===== config.mk =====
export PLATFORM = sky130hd
export DESIGN_NAME = decimated_line_point_generator
export DESIGN_NICKNAME = d
export VERILOG_FILES = /design/src/dlpg_pkg.sv /design/src/dlpg_front.sv /design/src/dlpg_queue.sv /design/src/dlpg_back.sv /design/src/decimated_line_point_generator.sv
export SDC_FILE = /design/constraint.sdc
export NUM_CORES = 1
export LEC_CHECK = 0
export BUFFER_PORTS_ARGS = -buffer_cell sky130_fd_sc_hd__clkbuf_2
export CAP_MARGIN = 20
export CORE_MARGIN = 3
export CORE_UTILIZATION = 40
export CTS_CLUSTER_DIAMETER = 40
export CTS_CLUSTER_SIZE = 20
export DETAILED_ROUTE_END_ITERATION = 12
export GPL_TIMING_DRIVEN = 0
export MAX_ROUTING_LAYER = met4
export PLACE_DENSITY = 0.61
export SYNTH_ARGS = -nofsm -noshare
export SYNTH_HDL_FRONTEND = slang
export SYNTH_HIERARCHICAL = 1
export SYNTH_SLANG_ARGS = --single-unit

===== constraint.sdc =====
create_clock -name aclk -period 6.5 [get_ports aclk]
set_input_delay 0.65 -clock aclk [delete_from_list [all_inputs] [get_ports aclk]]
set_output_delay 0.65 -clock aclk [all_outputs]
set_load 0.1 [all_outputs]

===== src/dlpg_pkg.sv =====
package dlpg_pkg;

    localparam int COORD_BITS  = 8;
    localparam int SAMPLE_GAP  = 6;
    localparam int FIELD_BITS  = 8;
    // error term spans -2*major .. 2*minor, two bits above the coordinate
    localparam int ERR_BITS    = COORD_BITS + 2;
    localparam int CNT_BITS    = $clog2(SAMPLE_GAP + 1);
    localparam int QUEUE_DEPTH = 2;
    localparam int QUEUE_AW    = (QUEUE_DEPTH > 1) ? $clog2(QUEUE_DEPTH) : 1;
    localparam int QUEUE_CW    = $clog2(QUEUE_DEPTH + 1);

    typedef struct packed {
        logic [FIELD_BITS-1:0] x_start;
        logic [FIELD_BITS-1:0] y_start;
        logic [FIELD_BITS-1:0] x_end;
        logic [FIELD_BITS-1:0] y_end;
    } in_t;

    typedef struct packed {
        logic [FIELD_BITS-1:0] point_x;
        logic [FIELD_BITS-1:0] point_y;
        logic                  last;
    } out_t;

    // one classified line, ready for the walker
    typedef struct packed {
        logic [COORD_BITS-1:0] x0;
        logic [COORD_BITS-1:0] y0;
        logic [COORD_BITS-1:0] major;
        logic [ERR_BITS-1:0]   e0;
        logic [ERR_BITS-1:0]   inc_move;
        logic [ERR_BITS-1:0]   inc_stay;
        logic                  y_major;
        logic                  x_neg;
        logic                  y_neg;
    } job_t;

endpackage


===== src/dlpg_front.sv =====
module dlpg_front (
    input  logic           aclk,
    input  logic           aresetn,
    input  logic           s_valid,
    output logic           s_ready,
    input  dlpg_pkg::in_t  s_data,
    output logic           push_valid,
    input  logic           push_ready,
    output dlpg_pkg::job_t push_data
);
    import dlpg_pkg::*;

    logic                  in_valid_reg;
    in_t                   in_reg;
    logic [COORD_BITS:0]   dx;
    logic [COORD_BITS:0]   dy;
    logic [COORD_BITS-1:0] adx;
    logic [COORD_BITS-1:0] ady;
    logic                  y_major;
    logic [COORD_BITS-1:0] major;
    logic [COORD_BITS-1:0] minor;
    logic [ERR_BITS-1:0]   two_minor;
    logic [ERR_BITS-1:0]   two_major;

    assign s_ready    = !in_valid_reg || push_ready;
    assign push_valid = in_valid_reg;

    always_ff @(posedge aclk) begin
        if (!aresetn) begin
            in_valid_reg <= 1'b0;
        end else if (s_ready) begin
            in_valid_reg <= s_valid;
        end
    end

    always_ff @(posedge aclk) begin
        if (s_valid && s_ready) begin
            in_reg <= s_data;
        end
    end

    always_comb begin
        dx = {1'b0, in_reg.x_end[COORD_BITS-1:0]} - {1'b0, in_reg.x_start[COORD_BITS-1:0]};
        dy = {1'b0, in_reg.y_end[COORD_BITS-1:0]} - {1'b0, in_reg.y_start[COORD_BITS-1:0]};
        adx = dx[COORD_BITS] ? COORD_BITS'(-dx) : dx[COORD_BITS-1:0];
        ady = dy[COORD_BITS] ? COORD_BITS'(-dy) : dy[COORD_BITS-1:0];
        // ties stay on x
        y_major   = ady > adx;
        major     = y_major ? ady : adx;
        minor     = y_major ? adx : ady;
        two_minor = ERR_BITS'({minor, 1'b0});
        two_major = ERR_BITS'({major, 1'b0});

        push_data.x0       = in_reg.x_start[COORD_BITS-1:0];
        push_data.y0       = in_reg.y_start[COORD_BITS-1:0];
        push_data.major    = major;
        push_data.e0       = two_minor - ERR_BITS'(major);
        push_data.inc_move = two_minor - two_major;
        push_data.inc_stay = two_minor;
        push_data.y_major  = y_major;
        push_data.x_neg    = dx[COORD_BITS];
        push_data.y_neg    = dy[COORD_BITS];
    end

endmodule


===== src/dlpg_queue.sv =====
module dlpg_queue (
    input  logic           aclk,
    input  logic           aresetn,
    input  logic           push_valid,
    output logic           push_ready,
    input  dlpg_pkg::job_t push_data,
    output logic           pop_valid,
    input  logic           pop_ready,
    output dlpg_pkg::job_t pop_data
);
    import dlpg_pkg::*;

    job_t                entry_reg [QUEUE_DEPTH];
    logic [QUEUE_AW-1:0] wr_ptr_reg;
    logic [QUEUE_AW-1:0] wr_ptr_next;
    logic [QUEUE_AW-1:0] rd_ptr_reg;
    logic [QUEUE_AW-1:0] rd_ptr_next;
    logic [QUEUE_CW-1:0] count_reg;
    logic [QUEUE_CW-1:0] count_next;
    logic                do_push;
    logic                do_pop;

    assign push_ready = count_reg != QUEUE_CW'(QUEUE_DEPTH);
    assign pop_valid  = count_reg != '0;
    assign pop_data   = entry_reg[rd_ptr_reg];
    assign do_push    = push_valid && push_ready;
    assign do_pop     = pop_valid && pop_ready;

    always_comb begin
        wr_ptr_next = wr_ptr_reg;
        rd_ptr_next = rd_ptr_reg;
        count_next  = count_reg;
        if (do_push) begin
            wr_ptr_next = (wr_ptr_reg == QUEUE_AW'(QUEUE_DEPTH - 1)) ? '0 : wr_ptr_reg + 1'b1;
        end
        if (do_pop) begin
            rd_ptr_next = (rd_ptr_reg == QUEUE_AW'(QUEUE_DEPTH - 1)) ? '0 : rd_ptr_reg + 1'b1;
        end
        if (do_push && !do_pop) begin
            count_next = count_reg + 1'b1;
        end else if (do_pop && !do_push) begin
            count_next = count_reg - 1'b1;
        end
    end

    always_ff @(posedge aclk) begin
        if (!aresetn) begin
            wr_ptr_reg <= '0;
            rd_ptr_reg <= '0;
            count_reg  <= '0;
        end else begin
            wr_ptr_reg <= wr_ptr_next;
            rd_ptr_reg <= rd_ptr_next;
            count_reg  <= count_next;
        end
    end

    always_ff @(posedge aclk) begin
        if (do_push) begin
            entry_reg[wr_ptr_reg] <= push_data;
        end
    end

    a_count_bound: assert property (@(posedge aclk) disable iff (!aresetn)
        count_reg <= QUEUE_CW'(QUEUE_DEPTH))
        else $error("queue count above depth");

endmodule


===== src/dlpg_back.sv =====
module dlpg_back (
    input  logic           aclk,
    input  logic           aresetn,
    input  logic           pop_valid,
    output logic           pop_ready,
    input  dlpg_pkg::job_t pop_data,
    output logic           m_valid,
    input  logic           m_ready,
    output dlpg_pkg::out_t m_data
);
    import dlpg_pkg::*;

    localparam logic [1:0] ST_IDLE  = 2'd0;
    localparam logic [1:0] ST_START = 2'd1;
    localparam logic [1:0] ST_WALK  = 2'd2;
    localparam logic [1:0] ST_END   = 2'd3;

    logic [1:0]            state_reg;
    logic [1:0]            state_next;
    job_t                  job_reg;
    logic [COORD_BITS-1:0] x_reg;
    logic [COORD_BITS-1:0] x_next;
    logic [COORD_BITS-1:0] y_reg;
    logic [COORD_BITS-1:0] y_next;
    logic [ERR_BITS-1:0]   e_reg;
    logic [ERR_BITS-1:0]   e_next;
    logic [COORD_BITS-1:0] rem_reg;
    logic [COORD_BITS-1:0] rem_next;
    logic [CNT_BITS-1:0]   cnt_reg;
    logic [CNT_BITS-1:0]   cnt_next;
    logic                  out_valid_reg;
    logic                  out_valid_next;
    out_t                  out_reg;
    out_t                  out_next;
    logic                  out_free;
    logic                  sample;
    logic                  move_minor;
    logic [COORD_BITS-1:0] step_x;
    logic [COORD_BITS-1:0] step_y;

    assign out_free   = !out_valid_reg || m_ready;
    assign m_valid    = out_valid_reg;
    assign m_data     = out_reg;
    assign pop_ready  = state_reg == ST_IDLE;
    assign sample     = cnt_reg == CNT_BITS'(SAMPLE_GAP);
    assign move_minor = !e_reg[ERR_BITS-1];
    assign step_x     = job_reg.x_neg ? {COORD_BITS{1'b1}} : COORD_BITS'(1);
    assign step_y     = job_reg.y_neg ? {COORD_BITS{1'b1}} : COORD_BITS'(1);

    always_comb begin
        state_next     = state_reg;
        x_next         = x_reg;
        y_next         = y_reg;
        e_next         = e_reg;
        rem_next       = rem_reg;
        cnt_next       = cnt_reg;
        out_valid_next = out_valid_reg && !m_ready;
        out_next       = out_reg;

        unique case (state_reg)
            ST_IDLE: begin
                if (pop_valid) begin
                    x_next     = pop_data.x0;
                    y_next     = pop_data.y0;
                    e_next     = pop_data.e0;
                    rem_next   = pop_data.major;
                    cnt_next   = '0;
                    state_next = ST_START;
                end
            end
            ST_START: begin
                if (out_free) begin
                    out_valid_next  = 1'b1;
                    out_next.point_x = FIELD_BITS'(x_reg);
                    out_next.point_y = FIELD_BITS'(y_reg);
                    out_next.last    = 1'b0;
                    state_next = (rem_reg == '0) ? ST_END : ST_WALK;
                end
            end
            ST_WALK: begin
                // a sample step waits for room in the output register
                if (!sample || out_free) begin
                    if (sample) begin
                        out_valid_next   = 1'b1;
                        out_next.point_x = FIELD_BITS'(x_reg);
                        out_next.point_y = FIELD_BITS'(y_reg);
                        out_next.last    = 1'b0;
                        cnt_next         = '0;
                    end else begin
                        cnt_next = cnt_reg + 1'b1;
                    end
                    if (!job_reg.y_major || move_minor) begin
                        x_next = x_reg + step_x;
                    end
                    if (job_reg.y_major || move_minor) begin
                        y_next = y_reg + step_y;
                    end
                    e_next   = e_reg + (move_minor ? job_reg.inc_move : job_reg.inc_stay);
                    rem_next = rem_reg - 1'b1;
                    if (rem_reg == COORD_BITS'(1)) begin
                        state_next = ST_END;
                    end
                end
            end
            ST_END: begin
                if (out_free) begin
                    out_valid_next   = 1'b1;
                    out_next.point_x = FIELD_BITS'(x_reg);
                    out_next.point_y = FIELD_BITS'(y_reg);
                    out_next.last    = 1'b1;
                    state_next       = ST_IDLE;
                end
            end
            default: begin
                state_next = ST_IDLE;
            end
        endcase
    end

    always_ff @(posedge aclk) begin
        if (!aresetn) begin
            state_reg     <= ST_IDLE;
            out_valid_reg <= 1'b0;
        end else begin
            state_reg     <= state_next;
            out_valid_reg <= out_valid_next;
        end
    end

    always_ff @(posedge aclk) begin
        if (state_reg == ST_IDLE && pop_valid) begin
            job_reg <= pop_data;
        end
        x_reg   <= x_next;
        y_reg   <= y_next;
        e_reg   <= e_next;
        rem_reg <= rem_next;
        cnt_reg <= cnt_next;
        out_reg <= out_next;
    end

    a_walk_has_steps: assert property (@(posedge aclk) disable iff (!aresetn)
        state_reg == ST_WALK |-> rem_reg != '0)
        else $error("walk state with no steps left");

    a_cnt_bound: assert property (@(posedge aclk) disable iff (!aresetn)
        state_reg == ST_WALK |-> cnt_reg <= CNT_BITS'(SAMPLE_GAP))
        else $error("sample counter past gap");

    a_end_emits_last: assert property (@(posedge aclk) disable iff (!aresetn)
        (state_reg == ST_END && out_free) |=> (out_valid_reg && out_reg.last
            && state_reg == ST_IDLE))
        else $error("end point not loaded as last");

endmodule


===== src/decimated_line_point_generator.sv =====
// Line point generator: each input transfer carries two endpoints; the block walks the
// line with Bresenham stepping along its major axis and returns the start point, one
// sampled point every SAMPLE_GAP+1 steps, and finally the end point with last set
// (a zero-length line returns the start point twice). A setup stage classifies the
// line and hands it through a two-entry queue to the walker, which takes one step per
// cycle while the result side does not hold off the start point, a sample or the end
// point; a line takes major steps, where major is the larger of |dx| and |dy|, and the
// walker takes the next line from the queue only after the end point of the last one.
// Input bits above COORD_BITS are ignored.
module decimated_line_point_generator (
    input  logic           aclk,
    input  logic           aresetn,
    input  logic           s_valid,
    output logic           s_ready,
    input  dlpg_pkg::in_t  s_data,
    output logic           m_valid,
    input  logic           m_ready,
    output dlpg_pkg::out_t m_data
);
    import dlpg_pkg::*;

    logic push_valid;
    logic push_ready;
    job_t push_data;
    logic pop_valid;
    logic pop_ready;
    job_t pop_data;

    dlpg_front u_front (
        .aclk       (aclk),
        .aresetn    (aresetn),
        .s_valid    (s_valid),
        .s_ready    (s_ready),
        .s_data     (s_data),
        .push_valid (push_valid),
        .push_ready (push_ready),
        .push_data  (push_data)
    );

    dlpg_queue u_queue (
        .aclk       (aclk),
        .aresetn    (aresetn),
        .push_valid (push_valid),
        .push_ready (push_ready),
        .push_data  (push_data),
        .pop_valid  (pop_valid),
        .pop_ready  (pop_ready),
        .pop_data   (pop_data)
    );

    dlpg_back u_back (
        .aclk      (aclk),
        .aresetn   (aresetn),
        .pop_valid (pop_valid),
        .pop_ready (pop_ready),
        .pop_data  (pop_data),
        .m_valid   (m_valid),
        .m_ready   (m_ready),
        .m_data    (m_data)
    );

endmodule

==> results.yml, run 1 <==
status:
  status: "complete, no violations"
setup_path:
  path_depth: 24
  cpLargestDelayFamily: "compound AO/OA/AOI/OAI gates"
  cpMostUsedCell: "ha_1"
  crit_buf_inv: 3
  rr_worst_depth: 24
  critical_path_peak_fanout: 19
  worstSetupPathType: "flop to flop"
  crit_arrival_ns: 6.18
  slowest_stage: "fa_1"
  cp_slowest_stage_delay_ns: 0.44
  end_kind: "flop"
  cp_cell_sequence: "ha_1, fa_1, nor2b_4, o2111ai_1, a21boi_0, o21ai_0, a211oi_2, inv_1, ha_1, nor2b_1, o21ai_0, a21oi_1, o31ai_1, maj3_2, maj3_4, clkbuf_4, nor2_1, a21oi_2, inv_1, ha_1, or2_2, a21oi_1, o21bai_1, xor2_1"
  critPathRequiredTime_ns: 6.73
  start_kind: "flop"
final_layout:
  n_fill_cell: 2580
  final_cell_mix: "223 x edfxtp_1, 81 x mux2_2, 70 x nor2_1"
  stdcell_area_mm2: 0.0140
  layout-drive-gt1-share_pct: 26.3
  largest_register_ffs: 114
  num_antenna_cells: 0
  nNetsFinal: 1105
  final_common_cell: "edfxtp_1"
  area_growth_pct: 16.7
global_route:
  grt_max_degree: 58
  antenna_found_initial: 0
  grt_pass1_vias: 7205
  grt_pass1_wl_mm: 39.3
  grt_usage_pct: 16.2
  grt-ovfl-total: 0
min_path:
  min_path_cells: 1
  holdCritPathClass: "primary input to flop"
timing:
  fin_crit_ns: 5.94
  max-slew-margin-rel_pct: 30.3
  whs_ns: 0.315
  skew_ns: 0.0234
  hold_viol_final: 0
  slew_violations: 0
  worst_pin_slew_ns: 1.04
  fin_crit_sh_pct: 91.4
  rsz0062_at_grt: "no"
  finalSetupViolations: 0
  max_freq_mhz: 168
yosys:
  synth_seq_cells: 232
  ys_seq_area_share_pct: 57.5
  synth_enable_flop_cells: 223
  syn_area_per_cell_um2: 13.2
  synthCells: 908
  synth_warnings: 6
  synth_ff_type: "edfxtp_1"
  syn-cell-area_mm2: 0.0120
  async_flop_share_pct: 0
  synth.distinct_cells: 89
floorplan:
  floorplan.initialDensity_pct: 41.1
  die_w_um: 179
  rows: 62
  die_h_um: 179
  coreArea_mm2: 0.0291
  ios: 55
  dieArea_mm2: 0.0320
clock_tree:
  clk_pin_slew_worst_paths_ns: 0.05
  cts_tree: "yes"
  clk_latency_ns: 0.52
  clock_sinks: 232
  numCtsBuffers: 35
  clockRootBuffer: "clkbuf_16"
  postCtsHoldBufs: 0
  htree_levels: 2
  clk_path_buf_depth: 3
route:
  antenna_left: 0
  route.detailed.drc: 0
  drtIter0Drc: 503
  drt-pass1-iter-count: 5
  via_per_inst: 5.07
  vias: 7163
  avgRoutedWirePerCell_um: 17.2
  routed_wl_mm: 24.3
place:
  post-dp-hpwl_mm: 17.4
  portBuffers: 54
  placed_area_mm2: 0.0128
  routabilityCongestion: 0.858
flow_run:
  maxCapViolCount: 0
==> through the flow <==
| step | TNS (ns) | std cells | utilization, % | worst slack, ns |
|---|---|---|---|---|
| 4_1_cts | 0 | 1413 | 47.9 | 0.0370 |
| 3_5_place_dp | -0.454 | 1351 | 44.0 | -0.214 |
| 2_1_floorplan | 0 | 910 | - | 0.982 |
| 6_report | 0 | 1414 | 48.0 | 0.557 |
| 5_1_grt | 0 | 1414 | 48.0 | 0.109 |
| 3_3_place_gp | -0.253 | 1348 | 43.7 | -0.126 |
==> worst register-to-register path: cells and delay by family (launching register included) <==
family	cells	cell delay, ns
fa+ha+maj	6	1.92
flops	1	0.43
xor+xnor	1	0.11
compound gates	10	1.94
buf+inv	3	0.57
simple gates	4	0.70
==> final timing paths <==
path / start / slack [ns] / endpoint
setup reg to reg: u_front/push_data[41]$_DFFE_PP_ / 0.56 / u_queue/entry_reg[0][31]$_DFFE_PP_
setup / recovery: u_front/push_data[41]$_DFFE_PP_ / 0.56 / u_queue/entry_reg[0][31]$_DFFE_PP_
hold reg to reg: u_back/x_reg[5]$_DFFE_PP_ / 0.46 / u_back/m_data[14]$_DFFE_PP_
hold / removal: s_data[31] / 0.31 / u_front/push_data[56]$_DFFE_PP_
==> cells by family after synthesis <==
family	Yosys count	share of synthesized area [%]
AOI/OAI and AO/OA	175	9.99
xor gates and xnor gates	62	4.66
adders and majority gates	73	7.81
buffers and inverters	97	4.11
DFF	232	57.5
muxes	89	8.37
other	1	0.0313
and+or+nand+nor	179	7.55
==> synth_stat cells, drive strengths merged (8+ instances only) <==
| master | number | area, µm² |
|---|---|---|
| ha | 59 | 738 |
| buf | 31 | 234 |
| maj3 | 9 | 96.3 |
| xor2 | 23 | 209 |
| a211oi | 12 | 95.1 |
| nor3 | 13 | 65.1 |
| o21a | 8 | 60.1 |
| nand2 | 33 | 124 |
| nor2 | 71 | 269 |
| mux2 | 82 | 927 |
| a21oi | 51 | 270 |
| a21o | 10 | 75.1 |
| clkbuf | 10 | 41.3 |
| edfxtp | 223 | 6700 |
| nor2b | 10 | 70.1 |
| dfxtp | 9 | 180 |
| inv | 53 | 199 |
| and2 | 9 | 56.3 |
| xnor2 | 39 | 349 |
| o21ai | 37 | 185 |
==> per-layer routing <==
| metal | part of all wire, % | track usage (%) | up-vias |
|---|---|---|---|
| met2 | 44 | 24.5 | 158 |
| met1 | 48 | 22.3 | 3401 |
| li1 | - | - | 3561 |
| met5 | 0 | - | - |
| met4 | 2.8 | 5.81 | 0 |
| met3 | 4.5 | 2.58 | 43 |
==> area by class of cell <==
class	instances	area (µm²)	share of cell area, %
Sequential cell	232	6880	49.3
Buffer	39	268	1.92
Multi-Input combinational cell	581	4630	33.1
Inverter	56	216	1.55
Clock buffer	40	895	6.41
Clock inverter	22	248	1.77
Tap cell	384	480	3.44
Timing Repair Buffer	60	352	2.52
==> repair_timing <==
| item | in CTS | in global routing |
|---|---|---|
| setup endpoints to repair | 5 | 6 |
| pin swaps | 0 | 1 |
| resized for setup | 1 | 2 |
| endpoints found under the hold margin | 0 | 0 |
| gates cloned | 0 | 0 |
| setup buffers | 0 | 3 |
Power of run 1 is not shown: default switching activity piles up to over one toggle a cycle in this logic, so the estimate is an artifact.
==> inputs of run 2 (changes only) <==
CORE_UTILIZATION = 57   (was 40)
PLACE_DENSITY = 0.8   (was 0.61)
==> run 2 against run 1 <==
Compared with the run above: clock skew fell by 0.0013 ns; utilization rose by 19 points; first-iteration DRC count is 19% higher; cell count is 8.3% lower; die area fell by 29%; via count increased by 3.8%; routed wire length down 0.52%; non-clock buffer count rose by 2; sequential share of layout area rose by 0.68 points; final area fell by 1.4%; critical path type unchanged; critical endpoint is now u_queue/entry_reg[1][31]$_DFFE_PP_.
==> results.yml, run 2 (synthesized netlist as in run 1, its figures left out) <==
final_layout:
  multiInputGateArea_mm2: 0.00463
  nNetsFinal: 1102
  num_antenna_cells: 0
  register_area_mm2: 0.00688
  stdcell_area_mm2: 0.0138
  n_fill_cell: 1428
  area_growth_pct: 15.1
  final_cell_mix: "223 x edfxtp_1, 81 x mux2_2, 70 x nor2_1"
  layout-drive-gt1-share_pct: 26.3
  final_common_cell: "edfxtp_1"
  largest_register_ffs: 114
min_path:
  min_path_cells: 1
  hp-start: "s_data[30]"
  min_to: "u_front/push_data[55]$_DFFE_PP_"
  holdCritPathClass: "primary input to flop"
clock_tree:
  htree_levels: 1
  numCtsBuffers: 30
  cts_tree: "yes"
  clk_pin_slew_worst_paths_ns: 0.06
  clk_latency_ns: 0.54
  clk_path_buf_depth: 3
  clock_sinks: 232
  clockRootBuffer: "clkbuf_16"
route:
  route.detailed.drc: 0
  routed_wl_mm: 24.1
  avgRoutedWirePerCell_um: 18.6
  drtIter0Drc: 597
  via_per_inst: 5.74
  vias: 7437
  drt-pass1-iter-count: 7
  antenna_left: 0
timing:
  whs_ns: 0.290
  worst_pin_slew_ns: 1.11
  rsz0062_at_grt: "no"
  finalSetupViolations: 0
  max_freq_mhz: 163
  hold_viol_final: 0
  fin_crit_sh_pct: 94.1
  skew_ns: 0.0221
  slew_violations: 0
  fin_crit_ns: 6.12
  max-slew-margin-rel_pct: 25.8
setup_path:
  reg2reg_to: "u_queue/entry_reg[1][31]$_DFFE_PP_"
  critical_path_peak_fanout: 10
  r2r_setup_slack_ns: 0.38
  slowest_stage: "edfxtp_1"
  cp_slowest_stage_delay_ns: 0.45
  end_kind: "flop"
  cp_cell_sequence: "ha_1, fa_1, nor2b_4, o2111ai_1, nand2_1, a31o_2, nor2_1, xnor2_1, inv_1, ha_1, o21ai_0, a21oi_1, o31ai_2, maj3_2, maj3_4, clkbuf_4, clkbuf_2, a21oi_2, inv_1, ha_1, or2_2, a21oi_1, o21bai_1, xor2_1"
  start_kind: "flop"
  crit_arrival_ns: 6.39
  cpMostUsedCell: "ha_1"
  critPathRequiredTime_ns: 6.77
  rr_worst_depth: 24
  rr_startpoint: "u_front/push_data[41]$_DFFE_PP_"
  worstSetupPathType: "flop to flop"
global_route:
  grt_usage_pct: 22.3
  grt-ovfl-total: 0
  grt_max_degree: 42
  grt_pass1_vias: 7329
  grt_pass1_wl_mm: 38.5
  antenna_found_initial: 0
floorplan:
  dieArea_mm2: 0.0228
  ios: 55
  rows: 52
  floorplan.initialDensity_pct: 58.6
  coreArea_mm2: 0.0204
  die_h_um: 151
  die_w_um: 151
status:
  status: "complete, no violations"
place:
  placed_area_mm2: 0.0127
  portBuffers: 54
  post-dp-hpwl_mm: 16.7
  routabilityCongestion: 0.927
flow_run:
  maxCapViolCount: 0
run 2: changes by cell type in the layout (fill, tap and decap cells not counted), moves of 2 or more:
cell and change:
clkbuf_1 -4, clkbuf_16 -4, inv_8 +4, clkinvlp_4 -2
run 2: worst max-delay path by stage:
| stage | start | endpoint | slack (ns) | cells past startpoint |
|---|---|---|---|---|
| 6_report | u_front/push_data[41]$_DFFE_PP_ | u_queue/entry_reg[1][31]$_DFFE_PP_ | 0.38 | 24 |
| 3_3_place_gp | u_front/push_data[41]$_DFFE_PP_ | u_queue/entry_reg[0][31]$_DFFE_PP_ | -0.02 | 25 |
| 4_1_cts | u_front/push_data[41]$_DFFE_PP_ | u_queue/entry_reg[1][31]$_DFFE_PP_ | 0.1 | 25 |
| 2_1_floorplan | u_front/push_data[41]$_DFFE_PP_ | u_queue/entry_reg[0][31]$_DFFE_PP_ | 0.98 | 25 |
| 3_5_place_dp | u_front/push_data[41]$_DFFE_PP_ | u_queue/entry_reg[0][31]$_DFFE_PP_ | -0.1 | 25 |
| 5_1_grt | u_front/push_data[41]$_DFFE_PP_ | u_queue/entry_reg[0][31]$_DFFE_PP_ | 0.03 | 25 |
run 2: critical path, delay by kind of cell, from the launching register on:
| kind | cells | cell delay (ns) |
|---|---|---|
| fa+ha+maj | 6 | 2.16 |
| compound gates | 8 | 1.36 |
| simple gates | 4 | 0.70 |
| buf+inv | 4 | 0.64 |
| xor+xnor | 2 | 0.54 |
| flops | 1 | 0.45 |
run 2: per-layer routing:
metal	vias to the layer above	share of wire (%)	GRT usage, %	wire length (µm)
met1	3592	43	29.7	10500
met3	42	5.9	3.35	1420
met4	0	3.0	6.39	715
met5	-	0	-	0
li1	3553	-	-	-
met2	250	48	36.0	11500
run 2: repair_timing:
action                                  CTS  global route
resized for setup                         1             6
endpoints found under the setup margin    4             6
buffers inserted                          0             2
pin swaps                                 0             1
hold buffers                              0             0
run 2: metrics by stage:
| step | utilization [%] | setup TNS (ns) | setup slack, ns | cells |
|---|---|---|---|---|
| final | 67.4 | 0 | 0.382 | 1296 |
| after global routing | 67.4 | 0 | 0.0324 | 1296 |
| after CTS | 67.1 | 0 | 0.0967 | 1294 |
| after detailed placement | 62.0 | -0.332 | -0.0995 | 1238 |
| after global placement | 61.6 | -0.0365 | -0.0183 | 1234 |
| after floorplan | - | 0 | 0.982 | 910 |
run 2: final cells by class:
type	instances	area share, %
Tap cell	270	2.45
Inverter	56	1.57
Sequential cell	232	49.9
Multi-Input combinational cell	581	33.6
Timing Repair Buffer	61	2.84
Clock buffer	32	5.66
Buffer	40	1.98
Clock inverter	24	1.95
Power of run 2 is left out for the same reason.
==> inputs of run 3 (changes only) <==
ABC_AREA = 1   (was default)
==> run 3 against run 2 <==
Compared with the run above: synthesized cell count increased by 30%; die area increased by 4.2%; final area increased by 3.8%; count of clock-buffer cells in the layout decreased by 1; largest cell class unchanged; critical path depth increased by 2; critical path type unchanged.
==> results.yml, run 3 <==
timing:
  slew_violations: 0
  fin_crit_sh_pct: 82.7
  skew_ns: 0.0178
  max_freq_mhz: 186
  rsz0062_at_grt: "no"
  fin_crit_ns: 5.37
  max-slew-margin-rel_pct: 33.8
  finalSetupViolations: 0
  worst_pin_slew_ns: 0.991
  hold_viol_final: 0
  fin_tns_setup_ns: 0
yosys:
  async_flop_share_pct: 0
  synth_ff_type: "edfxtp_1"
  synth_most_common_cell: "nand2_1"
  synthCells: 1178
  syn-cell-area_mm2: 0.0125
  syn_area_per_cell_um2: 10.6
  synth_top_cells_by_count: "298 x nand2_1, 223 x edfxtp_1, 130 x inv_1, 76 x nand3_1, 59 x ha_1"
  synth.distinct_cells: 49
  ys_seq_area_share_pct: 55.1
  synth_enable_flop_cells: 223
  synth_top_area_share_pct: 53.6
  synth_seq_cells: 232
  synth_warnings: 6
  synth_top_area_cell: "edfxtp_1"
  synth_area_leaders: "edfxtp_1 54%, nand2_1 9.0%, ha_1 5.9%"
final_layout:
  area_growth_pct: 14.4
  final_cell_mix: "298 x nand2_1, 223 x edfxtp_1, 130 x inv_1"
  layout-drive-gt1-share_pct: 22.6
  num_antenna_cells: 0
  register_area_mm2: 0.00688
  nNetsFinal: 1370
  final_common_cell: "nand2_1"
  multiInputGateArea_mm2: 0.00479
  stdcell_area_mm2: 0.0143
  n_fill_cell: 1525
  largest_register_ffs: 114
route:
  vias: 8411
  drt-pass1-iter-count: 5
  routed_wl_mm: 24.8
  route.detailed.drc: 0
  via_per_inst: 5.36
  antenna_left: 0
  avgRoutedWirePerCell_um: 15.8
  drtIter0Drc: 613
setup_path:
  reg2reg_to: "u_queue/entry_reg[1][31]$_DFFE_PP_"
  critPathRequiredTime_ns: 6.80
  rr_startpoint: "u_front/push_data[49]$_DFFE_PP_"
  rr_worst_depth: 26
  worstSetupPathType: "flop to flop"
  end_kind: "flop"
  start_kind: "flop"
  critical_path_peak_fanout: 10
  cp-endpoint: "u_queue/entry_reg[1][31]$_DFFE_PP_"
  crit_arrival_ns: 5.67
  crit_start: "u_front/push_data[49]$_DFFE_PP_"
  r2r_setup_slack_ns: 1.13
status:
  status: "complete, no violations"
floorplan:
  coreArea_mm2: 0.0213
  ios: 55
  rows: 53
  die_w_um: 154
  dieArea_mm2: 0.0237
  die_h_um: 154
  floorplan.initialDensity_pct: 58.7
clock_tree:
  numCtsBuffers: 30
  clockRootBuffer: "clkbuf_16"
  post_cts_resized: 0
  clock_sinks: 232
  clk_pin_slew_worst_paths_ns: 0.07
  post_cts_buffers: 0
  clk_path_buf_depth: 3
  postCtsHoldBufs: 0
  cts_tree: "yes"
  htree_levels: 1
  clk_latency_ns: 0.55
min_path:
  holdCritPathClass: "primary input to flop"
place:
  post-dp-hpwl_mm: 18.3
  placed_area_mm2: 0.0132
  portBuffers: 54
  routabilityCongestion: 0.962
global_route:
  grt_pass1_vias: 8207
  grt_max_degree: 32
  grt_pass1_wl_mm: 40.3
  grt-ovfl-total: 0
  grt_usage_pct: 21.4
  antenna_found_initial: 0
flow_run:
  maxCapViolCount: 0
## run 3: cell type report
cell class / count / area share, %
repair buffers: 58 / 2.36
clock inverters: 25 / 2.16
clock buffers: 31 / 5.43
multi-input cells: 761 / 33.5
plain buffers: 42 / 2.22
inverters: 145 / 3.81
well taps: 275 / 2.41
flip-flops and latches: 232 / 48.1
## run 3: metrics by stage
step / util (%) / hold slack [ns] / setup WS, ns / instances
global route: 67.1 / 0.256 / 0.581 / 1569
finish: 67.1 / 0.276 / 1.13 / 1569
global placement: 61.6 / 0.443 / 1.24 / 1509
floorplan: - / 0.431 / 2.12 / 1180
CTS: 67.1 / 0.251 / 1.08 / 1569
detailed placement: 62.0 / 0.446 / 1.16 / 1513
## run 3: worst max-delay path: stages, from the launching register on
cell and delay (ns):
edfxtp_1 0.45, ha_1 0.25, fa_1 0.39, inv_1 0.10
nand3_1 0.09, nand2_1 0.14, a31oi_4 0.15, o21ai_0 0.13
xor2_1 0.40, ha_1 0.18, clkbuf_1 0.26, inv_1 0.13
o311ai_0 0.37, nand2_1 0.08, nand2_1 0.08, nand3_2 0.09
nand2_4 0.11, nand2_8 0.08, buf_4 0.18, o21ai_0 0.47
ha_1 0.37, nand2_1 0.12, inv_1 0.05, a21oi_1 0.21
nand2_1 0.08, nand2_1 0.06, nand2_1 0.07
## run 3: kinds of logic (layout without fill, tap and decap cells)
family	Yosys count	after routing	share of synthesized area (%)
flip-flops	232	232	55.1
adder cells (fa/ha/maj)	64	64	6.71
multiplexers	57	57	6.04
AO/OA/AOI/OAI	101	101	4.94
buffers and inverters	187	301	6.90
AND/OR/NAND/NOR	509	509	18.4
XOR/XNOR	27	27	1.89
other	1	3	0.0300
## run 3: worst min-delay path by stage
stage                                   start  depth (start not counted)                         endpoint  slack [ns]
floorplan           u_back/x_reg[2]$_DFFE_PP_                          0      u_back/m_data[11]$_DFFE_PP_        0.43
global placement    u_back/x_reg[5]$_DFFE_PP_                          0      u_back/m_data[14]$_DFFE_PP_        0.44
detailed placement  u_back/y_reg[6]$_DFFE_PP_                          0       u_back/m_data[7]$_DFFE_PP_        0.45
CTS                                s_data[29]                          1  u_front/push_data[54]$_DFFE_PP_        0.25
global route                       s_data[28]                          1  u_front/push_data[53]$_DFFE_PP_        0.26
finish                             s_data[28]                          1  u_front/push_data[53]$_DFFE_PP_        0.28
## run 3: metal layers
metal / vias to the layer above / routed length [µm] / GRT usage (%)
met5: - / 0 / -
met4: 0 / 756 / 7.15
met3: 60 / 1250 / 2.79
met2: 249 / 11900 / 35.4
met1: 3962 / 10900 / 27.7
li1: 4140 / - / -
Power of run 3 is left out for the same reason.
